### config.mk
export PLATFORM = sky130hd
export DESIGN_NAME = ptfa_divider
export DESIGN_NICKNAME = d
export VERILOG_FILES = /design/src/rtl/core/page_table_frame_allocator_core_assert.svh /design/src/rtl/core/ptfa_pkg.sv /design/src/rtl/core/ptfa_divider.sv
export SDC_FILE = /design/constraint.sdc
export NUM_CORES = 1
export LEC_CHECK = 0
export ABC_AREA = 1
export BUFFER_PORTS_ARGS = -buffer_cell sky130_fd_sc_hd__clkbuf_2
export CAP_MARGIN = 0
export CORE_ASPECT_RATIO = 1.2
export CORE_UTILIZATION = 60
export DETAILED_ROUTE_END_ITERATION = 6
export GPL_TIMING_DRIVEN = 0
export PLACE_DENSITY = 0.92
export SETUP_SLACK_MARGIN = 0.02
export SYNTH_ARGS = -nofsm -noshare
export SYNTH_HDL_FRONTEND = slang
export SYNTH_SLANG_ARGS = --single-unit
### constraint.sdc
create_clock -name clock -period 2.7 [get_ports clock]
set_input_delay 0.135 -clock clock [delete_from_list [all_inputs] [get_ports clock]]
set_output_delay 0.135 -clock clock [all_outputs]
set_load 0.01 [all_outputs]
### src/rtl/core/page_table_frame_allocator_core_assert.svh
// Assertion macros for the frame allocator core.
// Used by the allocator core module; no other dependencies.
`ifndef PAGE_TABLE_FRAME_ALLOCATOR_CORE_ASSERT_SVH
`define PAGE_TABLE_FRAME_ALLOCATOR_CORE_ASSERT_SVH
// Implication checked on every rising clock edge outside reset.
`define PTFA_ASSERT_IMP(label, clk, rst, ante, cons) \
   label: assert property (@(posedge clk) disable iff (rst) (ante) |-> (cons)) \
      else $error("assertion failed");
// Next-cycle implication.
`define PTFA_ASSERT_NXT(label, clk, rst, ante, cons) \
   label: assert property (@(posedge clk) disable iff (rst) (ante) |=> (cons)) \
      else $error("assertion failed");
`endif

### src/rtl/core/ptfa_pkg.sv
// Frame allocator core package: sizes, command, status and CSR codes.
// No dependencies.
`default_nettype none
package ptfa_pkg;
   localparam int NumFrames = 64;
   localparam int MaxProcs  = 16;
   localparam int FrameW    = $clog2(NumFrames);
   localparam int CountW    = $clog2(NumFrames + 1);
   localparam int PidW      = 4;
   localparam int ProcW     = (MaxProcs > 1) ? $clog2(MaxProcs) : 1;
   localparam int PtAddrW   = ProcW + FrameW;

   localparam logic [1:0] CMD_RESIZE    = 2'd0;
   localparam logic [1:0] CMD_TRANSLATE = 2'd1;
   localparam logic [1:0] CMD_RELEASE   = 2'd2;
   localparam logic [1:0] CMD_UNUSED    = 2'd3;

   localparam logic [1:0] ST_OK      = 2'd0;
   localparam logic [1:0] ST_NOFRAME = 2'd1;
   localparam logic [1:0] ST_NOPROC  = 2'd2;
   localparam logic [1:0] ST_BEYOND  = 2'd3;

   localparam logic CSR_PAGE_BYTES = 1'b0;
   localparam logic CSR_FRAMES     = 1'b1;

   typedef struct packed {
      logic                 we;
      logic [PtAddrW-1:0]   waddr;
      logic [FrameW-1:0]    wdata;
      logic                 re;
      logic [PtAddrW-1:0]   raddr;
   } pt_req_type;
endpackage
`default_nettype wire

### src/rtl/core/ptfa_divider.sv
// Restoring divider: ceil(size / page_bytes), one quotient bit a cycle.
// Depends on ptfa_pkg.
`default_nettype none
module ptfa_divider import ptfa_pkg::*; (
   input  wire logic        clock,
   input  wire logic        reset,
   input  wire logic        start,
   input  wire logic [31:0] dividend,
   input  wire logic [16:0] divisor,
   output logic             done,
   output logic [32:0]      quotient
);
   logic [32:0] num_ff, num_in;
   logic [16:0] den_ff, den_in;
   logic [17:0] rem_ff, rem_in;
   logic [32:0] quo_ff, quo_in;
   logic [5:0]  cnt_ff, cnt_in;
   logic        busy_ff, busy_in, done_ff, done_in;
   logic [17:0] trial;
   logic [17:0] sub;

   always_comb begin
      num_in = num_ff; den_in = den_ff; rem_in = rem_ff; quo_in = quo_ff;
      cnt_in = cnt_ff; busy_in = busy_ff; done_in = 1'b0;
      trial = {rem_ff[16:0], num_ff[32]};
      sub = trial - {1'b0, den_ff};
      if (start) begin
         den_in  = (divisor == 17'd0) ? 17'd1 : divisor;
         num_in  = {1'b0, dividend} + {16'd0, den_in} - 33'd1;
         rem_in  = '0;
         quo_in  = '0;
         cnt_in  = 6'd33;
         busy_in = 1'b1;
      end else if (busy_ff) begin
         num_in = {num_ff[31:0], 1'b0};
         if (!sub[17]) begin
            rem_in = sub;
            quo_in = {quo_ff[31:0], 1'b1};
         end else begin
            rem_in = trial;
            quo_in = {quo_ff[31:0], 1'b0};
         end
         cnt_in = cnt_ff - 6'd1;
         if (cnt_ff == 6'd1) begin
            busy_in = 1'b0;
            done_in = 1'b1;
         end
      end
   end

   always_ff @(posedge clock) begin
      num_ff <= num_in; den_ff <= den_in; rem_ff <= rem_in; quo_ff <= quo_in;
      if (reset) begin
         cnt_ff <= '0; busy_ff <= 1'b0; done_ff <= 1'b0;
      end else begin
         cnt_ff <= cnt_in; busy_ff <= busy_in; done_ff <= done_in;
      end
   end

   assign done     = done_ff;
   assign quotient = quo_ff;
endmodule
`default_nettype wire

After elaboration in Yosys (flattened, before gate mapping) --
Cells that the tools add are included.
Word-level totals: flip-flop bits (word level) 108, input port bits 52
Cells by class: $add $sub $neg 4, equal/unequal tests 1, multiplexer cells 11, bitwise logic cells 1, reductions and logical operators 4
Operators with widths (number):
- $mux 33 | 2
- $mux 17 | 2
- $add 32x17->33 | 1
- $sub 33x1->33 const B | 1
- $sub 18x17->18 | 1
- $logic_not 17->1 | 1
- $mux 6 | 2
- $eq 6x1->1 const B | 1
- $sub 6x1->6 const B | 1
- $mux 1 | 5
- $reduce_or 3->1 | 1
- $reduce_bool 2->1 | 1
- $reduce_or 2->1 | 1
- $not 1->1 | 1

Logic depth before layout (Yosys ltp) --
Gate-level depths: netlist of run 1.
word-level depth 5, gate-level depth with buffers 19, depth with buffers taken out 19

Worst setup path before layout of run 1 --
Ideal clock, no wire load.
path type input port to flip-flop, start input divisor[2], end register num_ff[31], data pin, data arrival time 2103 ps, setup slack 343 ps, stages 19, path through nor3_1 > nand3_1 > nor4_1 > a21oi_1 > ha_1 > inv_1 > ha_1 > fa_1 > nand2_1 > o21ai_1 > nand2_1 > nand2_1 > nand2_1 > nand2_1 > nand2_1 > nand2_1 > nand2_1 > nand3_1 > nand2_1
On the way: word-level cells in the longest chain between the ends 5
Ends and longest elaborated chain:
- start: declaration | RTL line ptfa_divider.sv:9 | input wire logic [16:0] divisor,
- $logic_not 17->1 | RTL line ptfa_divider.sv:28 | den_in = (divisor == 17'd0) ? 17'd1 : divisor;
- $mux 17 (*) | RTL line ptfa_divider.sv:28
- $add 32x17->33 (*) | RTL line ptfa_divider.sv:29 | num_in = {1'b0, dividend} + {16'd0, den_in} - 33'd1;
- $sub 33x1->33 (*) | RTL line ptfa_divider.sv:29
- $mux 33 (*) | RTL line ptfa_divider.sv:27 | if (start) begin
- named net num_in[31] | RTL line ptfa_divider.sv:13 | logic [32:0] num_ff, num_in;
- end signal: assignment | RTL line ptfa_divider.sv:52 | num_ff <= num_in; den_ff <= den_in; rem_ff <= rem_in; quo_ff <= quo_in;
- end: declaration | RTL line ptfa_divider.sv:13
The timed path passes the listed nets; every way through them passes the cells marked *. A chain may end at the register's enable or synchronous reset.

Worst setup path after layout of run 1 --
start input divisor[1], end register num_ff[11], data pin
The elaborated chain is that of the path after synthesis.

==> flow_summary.ini, run 1 <==
[pwr]
total_power_w = 0.004403
power_density_mw_per_mm2 = 493.9
p_leak_nw = 4.692
ir_drop_v = 0.0003406

[drt]
drt_iter0_markers = 530
routed_wire_length_per_instance_um = 14.45
vias_per_cell = 5.411
drc_errors = 0
routed-via-count = 7695
finalWirelength_um = 20540
drt-pass1-iter-count = 6
drt.antenna.violating_nets = 0

[logic_synthesis]
postSynthNetCount = 1270
syn-instance-count = 1149
yosysWarningCount = 0
synth_top_cell_area_share_pct = 19.20
syn-mean-instance-area_um2 = 6.805
synth_seq_cells = 108
total_standard_cell_area_after_synthesis_mm2 = 0.007819
yosysSeqAreaShare_pct = 34.05
synth_area_leaders = edfxtp_1 (19%), nand2_1 (17%), dfxtp_1 (15%)
unique_cell_type_count_in_the_yosys_netlist = 36
cell_taking_the_most_area_after_synthesis = edfxtp_1

[job]
maxCapViolations = 0

[layout]
design_area_mm2 = 0.008916
antennaDiodeCount = 0
drive_gt1_share_pct = 12.08
fillers = 1027
layout_common_cells = nand2_1 (335), inv_1 (234), clkbuf_2 (85), nand3_1 (78), ha_1 (65)
layout.cells.non_filler = 1422
area.sequential_mm2 = 0.002663
multiInputGateArea_mm2 = 0.004164
mostFrequentLayoutCell = nand2_1
design.final.nets = 1374
layout-area-overhead-vs-synth_pct = 14.03

[clock_network]
cts-htree-levels = 3
clock-root-buffer = clkbuf_16
clkSinkCount = 108
cts_tree = built
cts-buffers-inserted = 9
clk_transition_reported_paths_ps = 80
cts_buffer_depth = 2
worst_skew_pair.late_latency_ps = 360

[placement]
pre_cts_slack_ps = -533.7
detailed_place_hpwl_um = 15880
placed_cells_incl_taps = 1399
port_buffers = 85
dpl-instance-area_mm2 = 0.008471
finalWeightedCongestion = 0.9460

[floorplan]
die_width_um = 106.2
placementRows = 45
num_io_pins = 86
die_area_mm2 = 0.01349
overall_die_height_um = 127.1
start_util_pct = 61.72
placeableCoreArea_mm2 = 0.01267

[sta]
setup_viol_count_final = 0
fin_skew_ps = 9.712
finalHoldWorstSlack_ps = 79.61
hold_viol_final = 0
finalMaxSlewViolations = 0
finalWorstSetupSlack_ps = 60.51
max_clock_freq_ghz = 0.3789
worst_pin_slew_ps = 598.8
final.period_utilization_pct = 97.76
relSlewSlack_pct = 60.08
fin_crit_ps = 2639

[setup_path]
cp_slowest_cell = nor4_2
worstSetupPathDepth = 18
critical_path.max_fanout = 3
crit_path_end = num_ff[11]$_DFFE_PP_
critical_path.startpoint = divisor[1]
crit_path_max_incr_delay_ps = 310
reg2reg_slack_ps = 510
timing.setup.critical_path_class = primary input to register
worstPathBufferInverterCount = 3
timing.critical_path.to_type = register
worstPathCellList = buf_2, nor3_2, nand3_1, nor4_2, a21oi_2, ha_2, inv_2, ha_4, fa_2, nand2_2, o21ai_4, nand2_1, nand2_2, nand2_1, nand2_2, buf_4, xnor2_1, o21ai_0
r2r-start = den_ff[9]$_DFFE_PP_
critPathArrivalTime_ps = 2720
r2r_cells = 14
critical_path.startpoint_type = primary input
crit_family = simple AND/OR/NAND/NOR gates
worstReg2RegEnd = rem_ff[9]$_SDFFE_PP0P_
crit_top_cell = nand2_2
crit_required_ps = 2780

[global_route]
wire_length_of_the_first_global_routing_pass_um = 33510
grtUsageTotal_pct = 31.33
residual_overflow_from_global_routing = 0
grt_antenna_before_repair = 0
maximum_number_of_pins_on_one_net_before_global_route_repair = 34
first_global_vias = 7484

[status]
outcome = finished, final reports clean

[min_path]
hold_path_startpoint = divisor[12]
hold_path_class = primary input to register
==> synth_stat cells, drive strengths merged <==
cell / n
or2: 2
inv: 238
nand2: 349
clkbuf: 29
nor4: 1
nand3: 83
xor2: 8
o22ai: 31
xnor2: 14
nand3b: 10
a21boi: 1
nor2: 66
and2: 3
nor3: 16
ha: 67
fa: 2
dfxtp: 58
o21bai: 1
and3: 1
nor4b: 1
a211oi: 2
a31oi: 2
edfxtp: 50
o21ai: 46
nand4: 10
buf: 9
a21oi: 49
==> power by group <==
group / leakage (nW) / internal, W / total (W) / switching, W
sequential: 0.972 / 0.00186 / 0.00190 / 0.0000402
clock: 0.153 / 0.000673 / 0.00137 / 0.000695
combinational: 3.57 / 0.000406 / 0.00114 / 0.000732
==> cells by family after synthesis <==
kind of cell	share of synthesized area [%]
AO/OA/AOI/OAI	9.154
XOR/XNOR	2.464
buffers and inverters	13.67
flip-flops	34.05
adder cells (fa/ha/maj)	11.23
AND/OR/NAND/NOR	29.43
==> worst min path at each step <==
stage                                       to  slack (ps)  cells past startpoint
after detailed placement    busy_ff$_SDFF_PP0_         340                      2
after global routing      den_ff[12]$_DFFE_PP_          80                      2
after floorplan             busy_ff$_SDFF_PP0_         210                      1
final                     den_ff[12]$_DFFE_PP_          80                      2
after CTS                 den_ff[12]$_DFFE_PP_          60                      2
after global placement      busy_ff$_SDFF_PP0_         340                      2
==> routing by layer <==
layer | wire length [um] | GRT usage (%) | vias up
li1 | - | - | 3838
met1 | 8057 | 34.14 | 3480
met2 | 10330 | 56.99 | 290
met3 | 938 | 4.337 | 87
met4 | 1215 | 19.44 | 0
met5 | 0 | 0 | -
==> timing repair <==
item,in CTS,in global routing
buffers inserted,0,6
setup endpoints to repair,9,10
resized for setup,4,18
hold buffers,1,0
pin swaps,0,11
endpoints found under the hold margin,1,0
==> per-stage QoR <==
step                TNS, ps  util (%)
floorplan                 0         -
global placement     -18200     66.70
detailed placement    -5221     66.86
CTS                       0     69.55
global route         -188.6     70.38
finish                    0     70.38
==> area by class of cell <==
type / instances / area share, %
plain buffers: 38 / 1.979
flip-flops and latches: 108 / 29.86
repair buffers: 93 / 5.613
well taps: 164 / 2.301
clock inverters: 7 / 0.9964
inverters: 238 / 10.02
multi-input cells: 765 / 46.70
clock buffers: 9 / 2.526
==> sequential cells by signal (all words and copies together) (netlist names) <==
name      count
rem_ff       17
num_ff       33
busy_ff       1
quotient     33
done          1
den_ff       17
cnt_ff        6
==> worst register-to-register path, delay by kind of cell, from the launching register on <==
| kind | cells | cell delay, ps |
|---|---|---|
| adder cells (fa/ha/maj) | 1 | 400 |
| buffers and inverters | 3 | 310 |
| AND/OR/NAND/NOR | 10 | 1030 |
| flip-flops | 1 | 350 |
Power figures use the tool's default switching activity.
==> inputs of run 2 (changes only) <==
--- a/config.mk
+++ b/config.mk
@@ -8,11 +8,13 @@
 export ABC_AREA = 1
 export BUFFER_PORTS_ARGS = -buffer_cell sky130_fd_sc_hd__clkbuf_2
 export CAP_MARGIN = 0
+export CELL_PAD_IN_SITES_DETAIL_PLACEMENT = 0
+export CELL_PAD_IN_SITES_GLOBAL_PLACEMENT = 2
 export CORE_ASPECT_RATIO = 1.2
-export CORE_UTILIZATION = 60
+export CORE_UTILIZATION = 33
 export DETAILED_ROUTE_END_ITERATION = 6
 export GPL_TIMING_DRIVEN = 0
-export PLACE_DENSITY = 0.92
+export PLACE_DENSITY = 0.91
 export SETUP_SLACK_MARGIN = 0.02
 export SYNTH_ARGS = -nofsm -noshare
 export SYNTH_HDL_FRONTEND = slang
==> run 2 against run 1 <==
Sequential share of layout area decreased by 0.62 points; clock skew increased by 2.8 ps; register-to-register slack improved by 100 ps; non-clock buffer count decreased by 1; critical endpoint is now num_ff[13]$_DFFE_PP_; combinational power about the same; cell count increased by 11%; routed wire length increased by 2.6%; final area increased by 2.1%; setup slack improved by 50 ps; global-route usage decreased by 13 points; sequential power about the same.
==> flow_summary.ini, run 2 (synthesis gave the netlist of run 1 again) <==
[layout]
design.final.nets = 1373
drive_gt1_share_pct = 12.09
mostFrequentLayoutCell = nand2_1
design_area_mm2 = 0.009105
antennaDiodeCount = 0
layout_common_cells = nand2_1 (335), inv_1 (234), clkbuf_2 (85), nand3_1 (78), ha_1 (65)
layout-area-overhead-vs-synth_pct = 16.45
fillers = 2591
final_core_utilization_pct = 39.24

[placement]
port_buffers = 85
pre_cts_slack_ps = -556.2
dpl-instance-area_mm2 = 0.008660
detailed_place_hpwl_um = 17100
finalWeightedCongestion = 0.8781

[clock_network]
cts-htree-levels = 3
worst_skew_pair.late_latency_ps = 370
cts-buffers-inserted = 9
clk_transition_reported_paths_ps = 90
clock-root-buffer = clkbuf_16
cts_tree = built
cts_buffer_depth = 2
clkSinkCount = 108

[drt]
drt_iter0_markers = 359
drt.antenna.violating_nets = 0
finalWirelength_um = 21070
drc_errors = 0
drt-pass1-iter-count = 5
routed_wire_length_per_instance_um = 13.40
routed-via-count = 7167
vias_per_cell = 4.559

[global_route]
global_route.usage.met1_pct = 20.45
wire_length_of_the_first_global_routing_pass_um = 34160
grt_antenna_before_repair = 0
grtUsageMet2_pct = 34.55
gr-usage-met3_pct = 1.679
busiest_layer = met2
grtUsageTotal_pct = 18.02
residual_overflow_from_global_routing = 0
maximum_number_of_pins_on_one_net_before_global_route_repair = 34
first_global_vias = 7029

[pwr]
power_frac_comb_pct = 25.3
sw_frac_of_total_pct = 33.50
net_switching_power_w = 0.001479
ir_drop_v = 0.0004053
power.share.sequential_pct = 42.9
power_density_mw_per_mm2 = 484.9
fraction_of_power_consumed_by_the_clock_network_pct = 31.7
p_int_w = 0.002936
p_leak_nw = 4.688

[sta]
finalMaxSlewViolations = 0
max_clock_freq_ghz = 0.3862
hold_viol_final = 0
fin_crit_ps = 2589
setup_viol_count_final = 0
finalWorstSetupSlack_ps = 110.5
fin_skew_ps = 12.47
final.period_utilization_pct = 95.91
worst_pin_slew_ps = 683.2
relSlewSlack_pct = 54.46
setup_tns_ps = 0

[setup_path]
worstPathBufferInverterCount = 4
cp_slowest_cell = fa_2
timing.critical_path.to_type = register
critical_path.startpoint_type = primary input
critPathArrivalTime_ps = 2710
crit_path_max_incr_delay_ps = 380
crit_family = simple AND/OR/NAND/NOR gates
critical_path.max_fanout = 3
crit_required_ps = 2820
timing.setup.critical_path_class = primary input to register
worstPathCellList = clkbuf_2, inv_1, nand4_1, nor3_2, a21oi_2, ha_2, inv_2, ha_4, fa_2, nand2_2, o21ai_4, nand2_1, nand2_2, nand2_1, nand2_2, buf_4, or2_2, nand3_1, nand2_1

[status]
outcome = finished, final reports clean

[floorplan]
placementRows = 61
placeableCoreArea_mm2 = 0.02320
num_io_pins = 86
die_area_mm2 = 0.02432
die_width_um = 142.5
start_util_pct = 33.70
overall_die_height_um = 170.6

[min_path]
hold_path_class = primary input to register

[job]
maxCapViolations = 0
-- run 2: cell types whose count changed in the layout (fill, tap and decap cells not counted) --
cell / previous run / this run
buf_4: 6 / 5
nand2_2: 10 / 9
clkinv_8: 2 / 1
nor3_1: 15 / 14
nand2_4: 4 / 5
inv_8: 2 / 1
nor3_2: 1 / 2
inv_12: 1 / 2
inv_6: 1 / 2
-- run 2: through the flow --
stage	hold slack [ps]	power (W)	instances
4_1_cts	24.87	0.004435	1567
2_1_floorplan	213.5	0.002681	1149
3_3_place_gp	345.8	0.003001	1549
6_report	38.76	0.004415	1572
5_1_grt	54.53	0.004680	1572
3_5_place_dp	354.5	0.003006	1550
-- run 2: power by group through the flow --
stage | registers [W] | logic (W) | clock network, W
final | 0.00190 | 0.00112 | 0.00140
after global routing | 0.00191 | 0.00128 | 0.00149
after CTS | 0.00190 | 0.00109 | 0.00145
after detailed placement | 0.00193 | 0.00107 | 0
after global placement | 0.00193 | 0.00107 | 0
after floorplan | 0.00192 | 0.000760 | 0
-- run 2: area by class of cell --
class	count	area [um^2]	area share, %
plain buffers	38	176.4	1.938
clock buffers	9	225.2	2.474
clock inverters	7	86.33	0.9482
inverters	238	893.4	9.812
multi-input cells	765	4174	45.84
flip-flops and latches	108	2663	29.24
well taps	315	394.1	4.329
repair buffers	92	493.0	5.414
-- run 2: what timing repair did --
item                                    in CTS  in global routing
hold buffers                                 1                  0
resized for setup                            5                 19
cloned                                       0                  0
pin swaps                                    0                  8
endpoints found under the setup margin       9                 10
hold endpoints to repair                     1                  0
setup buffers                                0                  5
-- run 2: layer usage --
layer,up-vias,part of all wire (%),routed length [um]
met4,0,2.7,579
met3,26,1.9,401
met2,87,51,10820
li1,3837,-,-
met5,-,0,0
met1,3217,44,9272
-- run 2: path summary, 6_finish.rpt --
kind | depth (start not counted) | start | endpoint | slack (ps)
setup reg to reg | 15 | den_ff[3]$_DFFE_PP_ | rem_ff[10]$_SDFFE_PP0P_ | 610
hold / removal | 2 | divisor[13] | den_ff[13]$_DFFE_PP_ | 40
setup / recovery | 19 | divisor[15] | num_ff[13]$_DFFE_PP_ | 110
hold reg to reg | 2 | rem_ff[10]$_SDFFE_PP0P_ | rem_ff[10]$_SDFFE_PP0P_ | 480
==> inputs of run 3 (changes only) <==
--- a/config.mk
+++ b/config.mk
@@ -5,16 +5,15 @@
 export SDC_FILE = /design/constraint.sdc
 export NUM_CORES = 1
 export LEC_CHECK = 0
-export ABC_AREA = 1
 export BUFFER_PORTS_ARGS = -buffer_cell sky130_fd_sc_hd__clkbuf_2
 export CAP_MARGIN = 0
 export CELL_PAD_IN_SITES_DETAIL_PLACEMENT = 0
 export CELL_PAD_IN_SITES_GLOBAL_PLACEMENT = 2
 export CORE_ASPECT_RATIO = 1.2
-export CORE_UTILIZATION = 33
+export CORE_UTILIZATION = 37
 export DETAILED_ROUTE_END_ITERATION = 6
 export GPL_TIMING_DRIVEN = 0
-export PLACE_DENSITY = 0.91
+export PLACE_DENSITY = 0.93
 export SETUP_SLACK_MARGIN = 0.02
 export SYNTH_ARGS = -nofsm -noshare
 export SYNTH_HDL_FRONTEND = slang
==> run 3 against run 2 <==
The run now ends with setup timing left; synthesized cell count decreased by 28%; clock skew decreased by 3.8 ps; non-clock buffer count rose by 28; via count fell by 14%; combinational power is 47% higher; first-iteration DRC count shrank 33%; sequential cell count unchanged; register-to-register slack worse by 730 ps; critical path depth decreased by 2; sequential share of layout area grew 0.089 points; total power rose by 13%; clock power barely moved; critical path type unchanged.
==> flow_summary.ini, run 3 <==
[clock_network]
cts_tree = built
cts-hold-fix-buffers = 0
worst_skew_pair.late_latency_ps = 360
clkSinkCount = 108
clock-root-buffer = clkbuf_16
cts-htree-levels = 3
cts-buffers-inserted = 9
clk_transition_reported_paths_ps = 80
cts_buffer_depth = 2

[min_path]
hold_path_class = primary input to register
worst_hold_path_depth = 2
hold_path_startpoint = divisor[14]
min_to = den_ff[14]$_DFFE_PP_

[layout]
design.final.nets = 1075
drive_gt1_share_pct = 21.48
multiInputGateArea_mm2 = 0.004372
antennaDiodeCount = 0
layout-area-overhead-vs-synth_pct = 22.53
fillers = 1926
area.sequential_mm2 = 0.002663
layout_common_cells = inv_1 (108), nor2_1 (85), clkbuf_2 (76), ha_1 (65), dfxtp_1 (58)
mostFrequentLayoutCell = inv_1

[drt]
drt_iter0_markers = 241
routed-via-count = 6142
drt-pass1-iter-count = 4
finalWirelength_um = 18300
routed_wire_length_per_instance_um = 15.00
vias_per_cell = 5.034
drc_errors = 0
drt.antenna.violating_nets = 0

[sta]
finalWorstSetupSlack_ps = -667.1
finalMaxSlewViolations = 0
fin_skew_ps = 8.676
relSlewSlack_pct = 49.42
max_clock_freq_ghz = 0.2970
setup_repair_after_global_routing_missed_its_margin = yes
setup_tns_ps = -6162
finalHoldWorstSlack_ps = 44.91
worst_pin_slew_ps = 758.7
fin_crit_ps = 3367
final.period_utilization_pct = 124.7
setup_viol_count_final = 30
hold_viol_final = 0

[logic_synthesis]
synth_top_cell_area_share_pct = 20.27
syn-mean-instance-area_um2 = 8.904
synth.most_common_cell = inv_1
number_of_synthesized_flops_with_an_enable_pin = 50
yosysWarningCount = 0
synth_area_leaders = edfxtp_1 (20%), dfxtp_1 (16%), ha_1 (11%)
synth_seq_cells = 108
yosys-top-cells-count = inv_1 (117), nor2_1 (88), ha_1 (67), dfxtp_1 (58), edfxtp_1 (50)
cell_taking_the_most_area_after_synthesis = edfxtp_1
total_standard_cell_area_after_synthesis_mm2 = 0.007408
unique_cell_type_count_in_the_yosys_netlist = 71
yosysSeqAreaShare_pct = 35.94
ys.flop_type = dfxtp_1
syn-instance-count = 832
postSynthNetCount = 953
synthArstFlopShare_pct = 0

[setup_path]
crit_top_cell = or4_4
r2r-start = den_ff[1]$_DFFE_PP_
cp_slowest_cell = or4_4
crit_path_max_incr_delay_ps = 540
critical_path.max_fanout = 5
critical_path.startpoint_type = primary input
crit_family = simple AND/OR/NAND/NOR gates
timing.setup.critical_path_class = primary input to register
timing.critical_path.to_type = register
worstPathBufferInverterCount = 3
crit_required_ps = 2790
worstPathCellList = buf_8, or4_4, nor2_4, a31oi_4, ha_2, inv_2, ha_4, fa_2, a21oi_2, o31ai_2, a21o_2, nand3_4, or4_4, a211oi_4, buf_12, a211o_1, o311ai_2
reg2reg_slack_ps = -120
worstReg2RegEnd = rem_ff[3]$_SDFFE_PP0P_
r2r_cells = 12
critPathArrivalTime_ps = 3460

[pwr]
power_density_mw_per_mm2 = 549.8
p_leak_nw = 4.089
ir_drop_v = 0.0003262

[placement]
port_buffers = 84
pre_cts_slack_ps = -1142
detailed_place_hpwl_um = 13560
finalWeightedCongestion = 0.8215

[global_route]
first_global_vias = 5982
wire_length_of_the_first_global_routing_pass_um = 29710
grt_antenna_before_repair = 0
grtUsageTotal_pct = 18.24
maximum_number_of_pins_on_one_net_before_global_route_repair = 34
global_route.usage.met1_pct = 22.22
grtUsageMet2_pct = 32.40
residual_overflow_from_global_routing = 0
gr-usage-met3_pct = 2.415
busiest_layer = met2

[status]
violations_in_the_final_reports = setup timing
outcome = complete, but fails checks

[floorplan]
overall_die_height_um = 157.0
num_io_pins = 86
start_util_pct = 37.90
placementRows = 56
die_area_mm2 = 0.02059
placeableCoreArea_mm2 = 0.01955
die_width_um = 131.2

[job]
maxCapViolations = 0
run 3: changes by cell type in the layout (fill, tap and decap cells not counted), moves of 15 or more:
cell and delta:
a21o_1 +24, mux2_2 +15, mux2i_1 +44, o22ai_1 -31, nand3_1 -64, inv_1 -126, nor2_1 +23, nand2_1 -298
o21ai_0 -20
run 3: logic make-up after synthesis:
| family | synth area share [%] |
|---|---|
| mux | 8.715 |
| simple gates | 14.22 |
| compound gates | 17.31 |
| fa+ha+maj | 11.86 |
| flops | 35.94 |
| buf+inv | 8.428 |
| xor+xnor | 3.530 |
run 3: how the worst max path moves through the flow:
| stage | end | from | slack [ps] | cells after the start |
|---|---|---|---|---|
| after floorplan | num_ff[27]$_DFFE_PP_ | divisor[10] | -550 | 15 |
| after global placement | num_ff[23]$_DFFE_PP_ | divisor[10] | -1120 | 16 |
| after detailed placement | num_ff[23]$_DFFE_PP_ | divisor[10] | -1140 | 16 |
| after CTS | num_ff[29]$_DFFE_PP_ | divisor[10] | -600 | 18 |
| after global routing | num_ff[25]$_DFFE_PP_ | divisor[11] | -760 | 17 |
| final | num_ff[25]$_DFFE_PP_ | divisor[11] | -670 | 17 |
run 3: worst register-to-register path, cell delays in order (launching register included):
cell	delay [ps]
edfxtp_1	390
inv_1	70
ha_1	220
nor2b_4	140
o31ai_4	210
a211oi_2	130
or3_1	370
a221oi_2	290
xnor2_2	200
buf_6	200
buf_12	130
mux2i_2	220
a211oi_2	100
run 3: where the power goes:
group | switching [W] | internal [W] | total [W]
combinational | 0.000882 | 0.000769 | 0.00165
sequential | 0.0000626 | 0.00190 | 0.00196
clock | 0.000706 | 0.000672 | 0.00138
total | 0.00165 | 0.00334 | 0.00499
run 3: repair_timing:
item	4_1_cts	5_1_grt
gates cloned	2	0
endpoints found under the hold margin	0	0
pin swaps	33	43
setup buffers	21	7
gates resized for setup	53	30
setup endpoints to repair	37	72
run 3: cell type report:
cell class | count | area share, %
clock buffers | 9 | 2.481
clock inverters | 7 | 1.006
flip-flops and latches | 108 | 29.33
repair buffers | 112 | 8.367
inverters | 117 | 4.893
plain buffers | 46 | 2.164
well taps | 261 | 3.598
multi-input cells | 560 | 48.16
run 3: metrics by stage:
| stage | power [W] | area [um^2] | instances | utilization (%) |
|---|---|---|---|---|
| global placement | 0.003388 | 8177 | 1177 | 41.83 |
| global route | 0.005287 | 9077 | 1220 | 46.43 |
| floorplan | 0.003057 | 7430 | 832 | - |
| CTS | 0.004962 | 8947 | 1216 | 45.77 |
| finish | 0.004991 | 9077 | 1220 | 46.43 |
| detailed placement | 0.003400 | 8177 | 1177 | 41.83 |
run 3: routing by layer:
metal | wire length [um] | vias to the layer above
met5 | 0 | -
met1 | 8281 | 2849
met3 | 472 | 30
met4 | 510 | 0
met2 | 9035 | 98
li1 | - | 3165
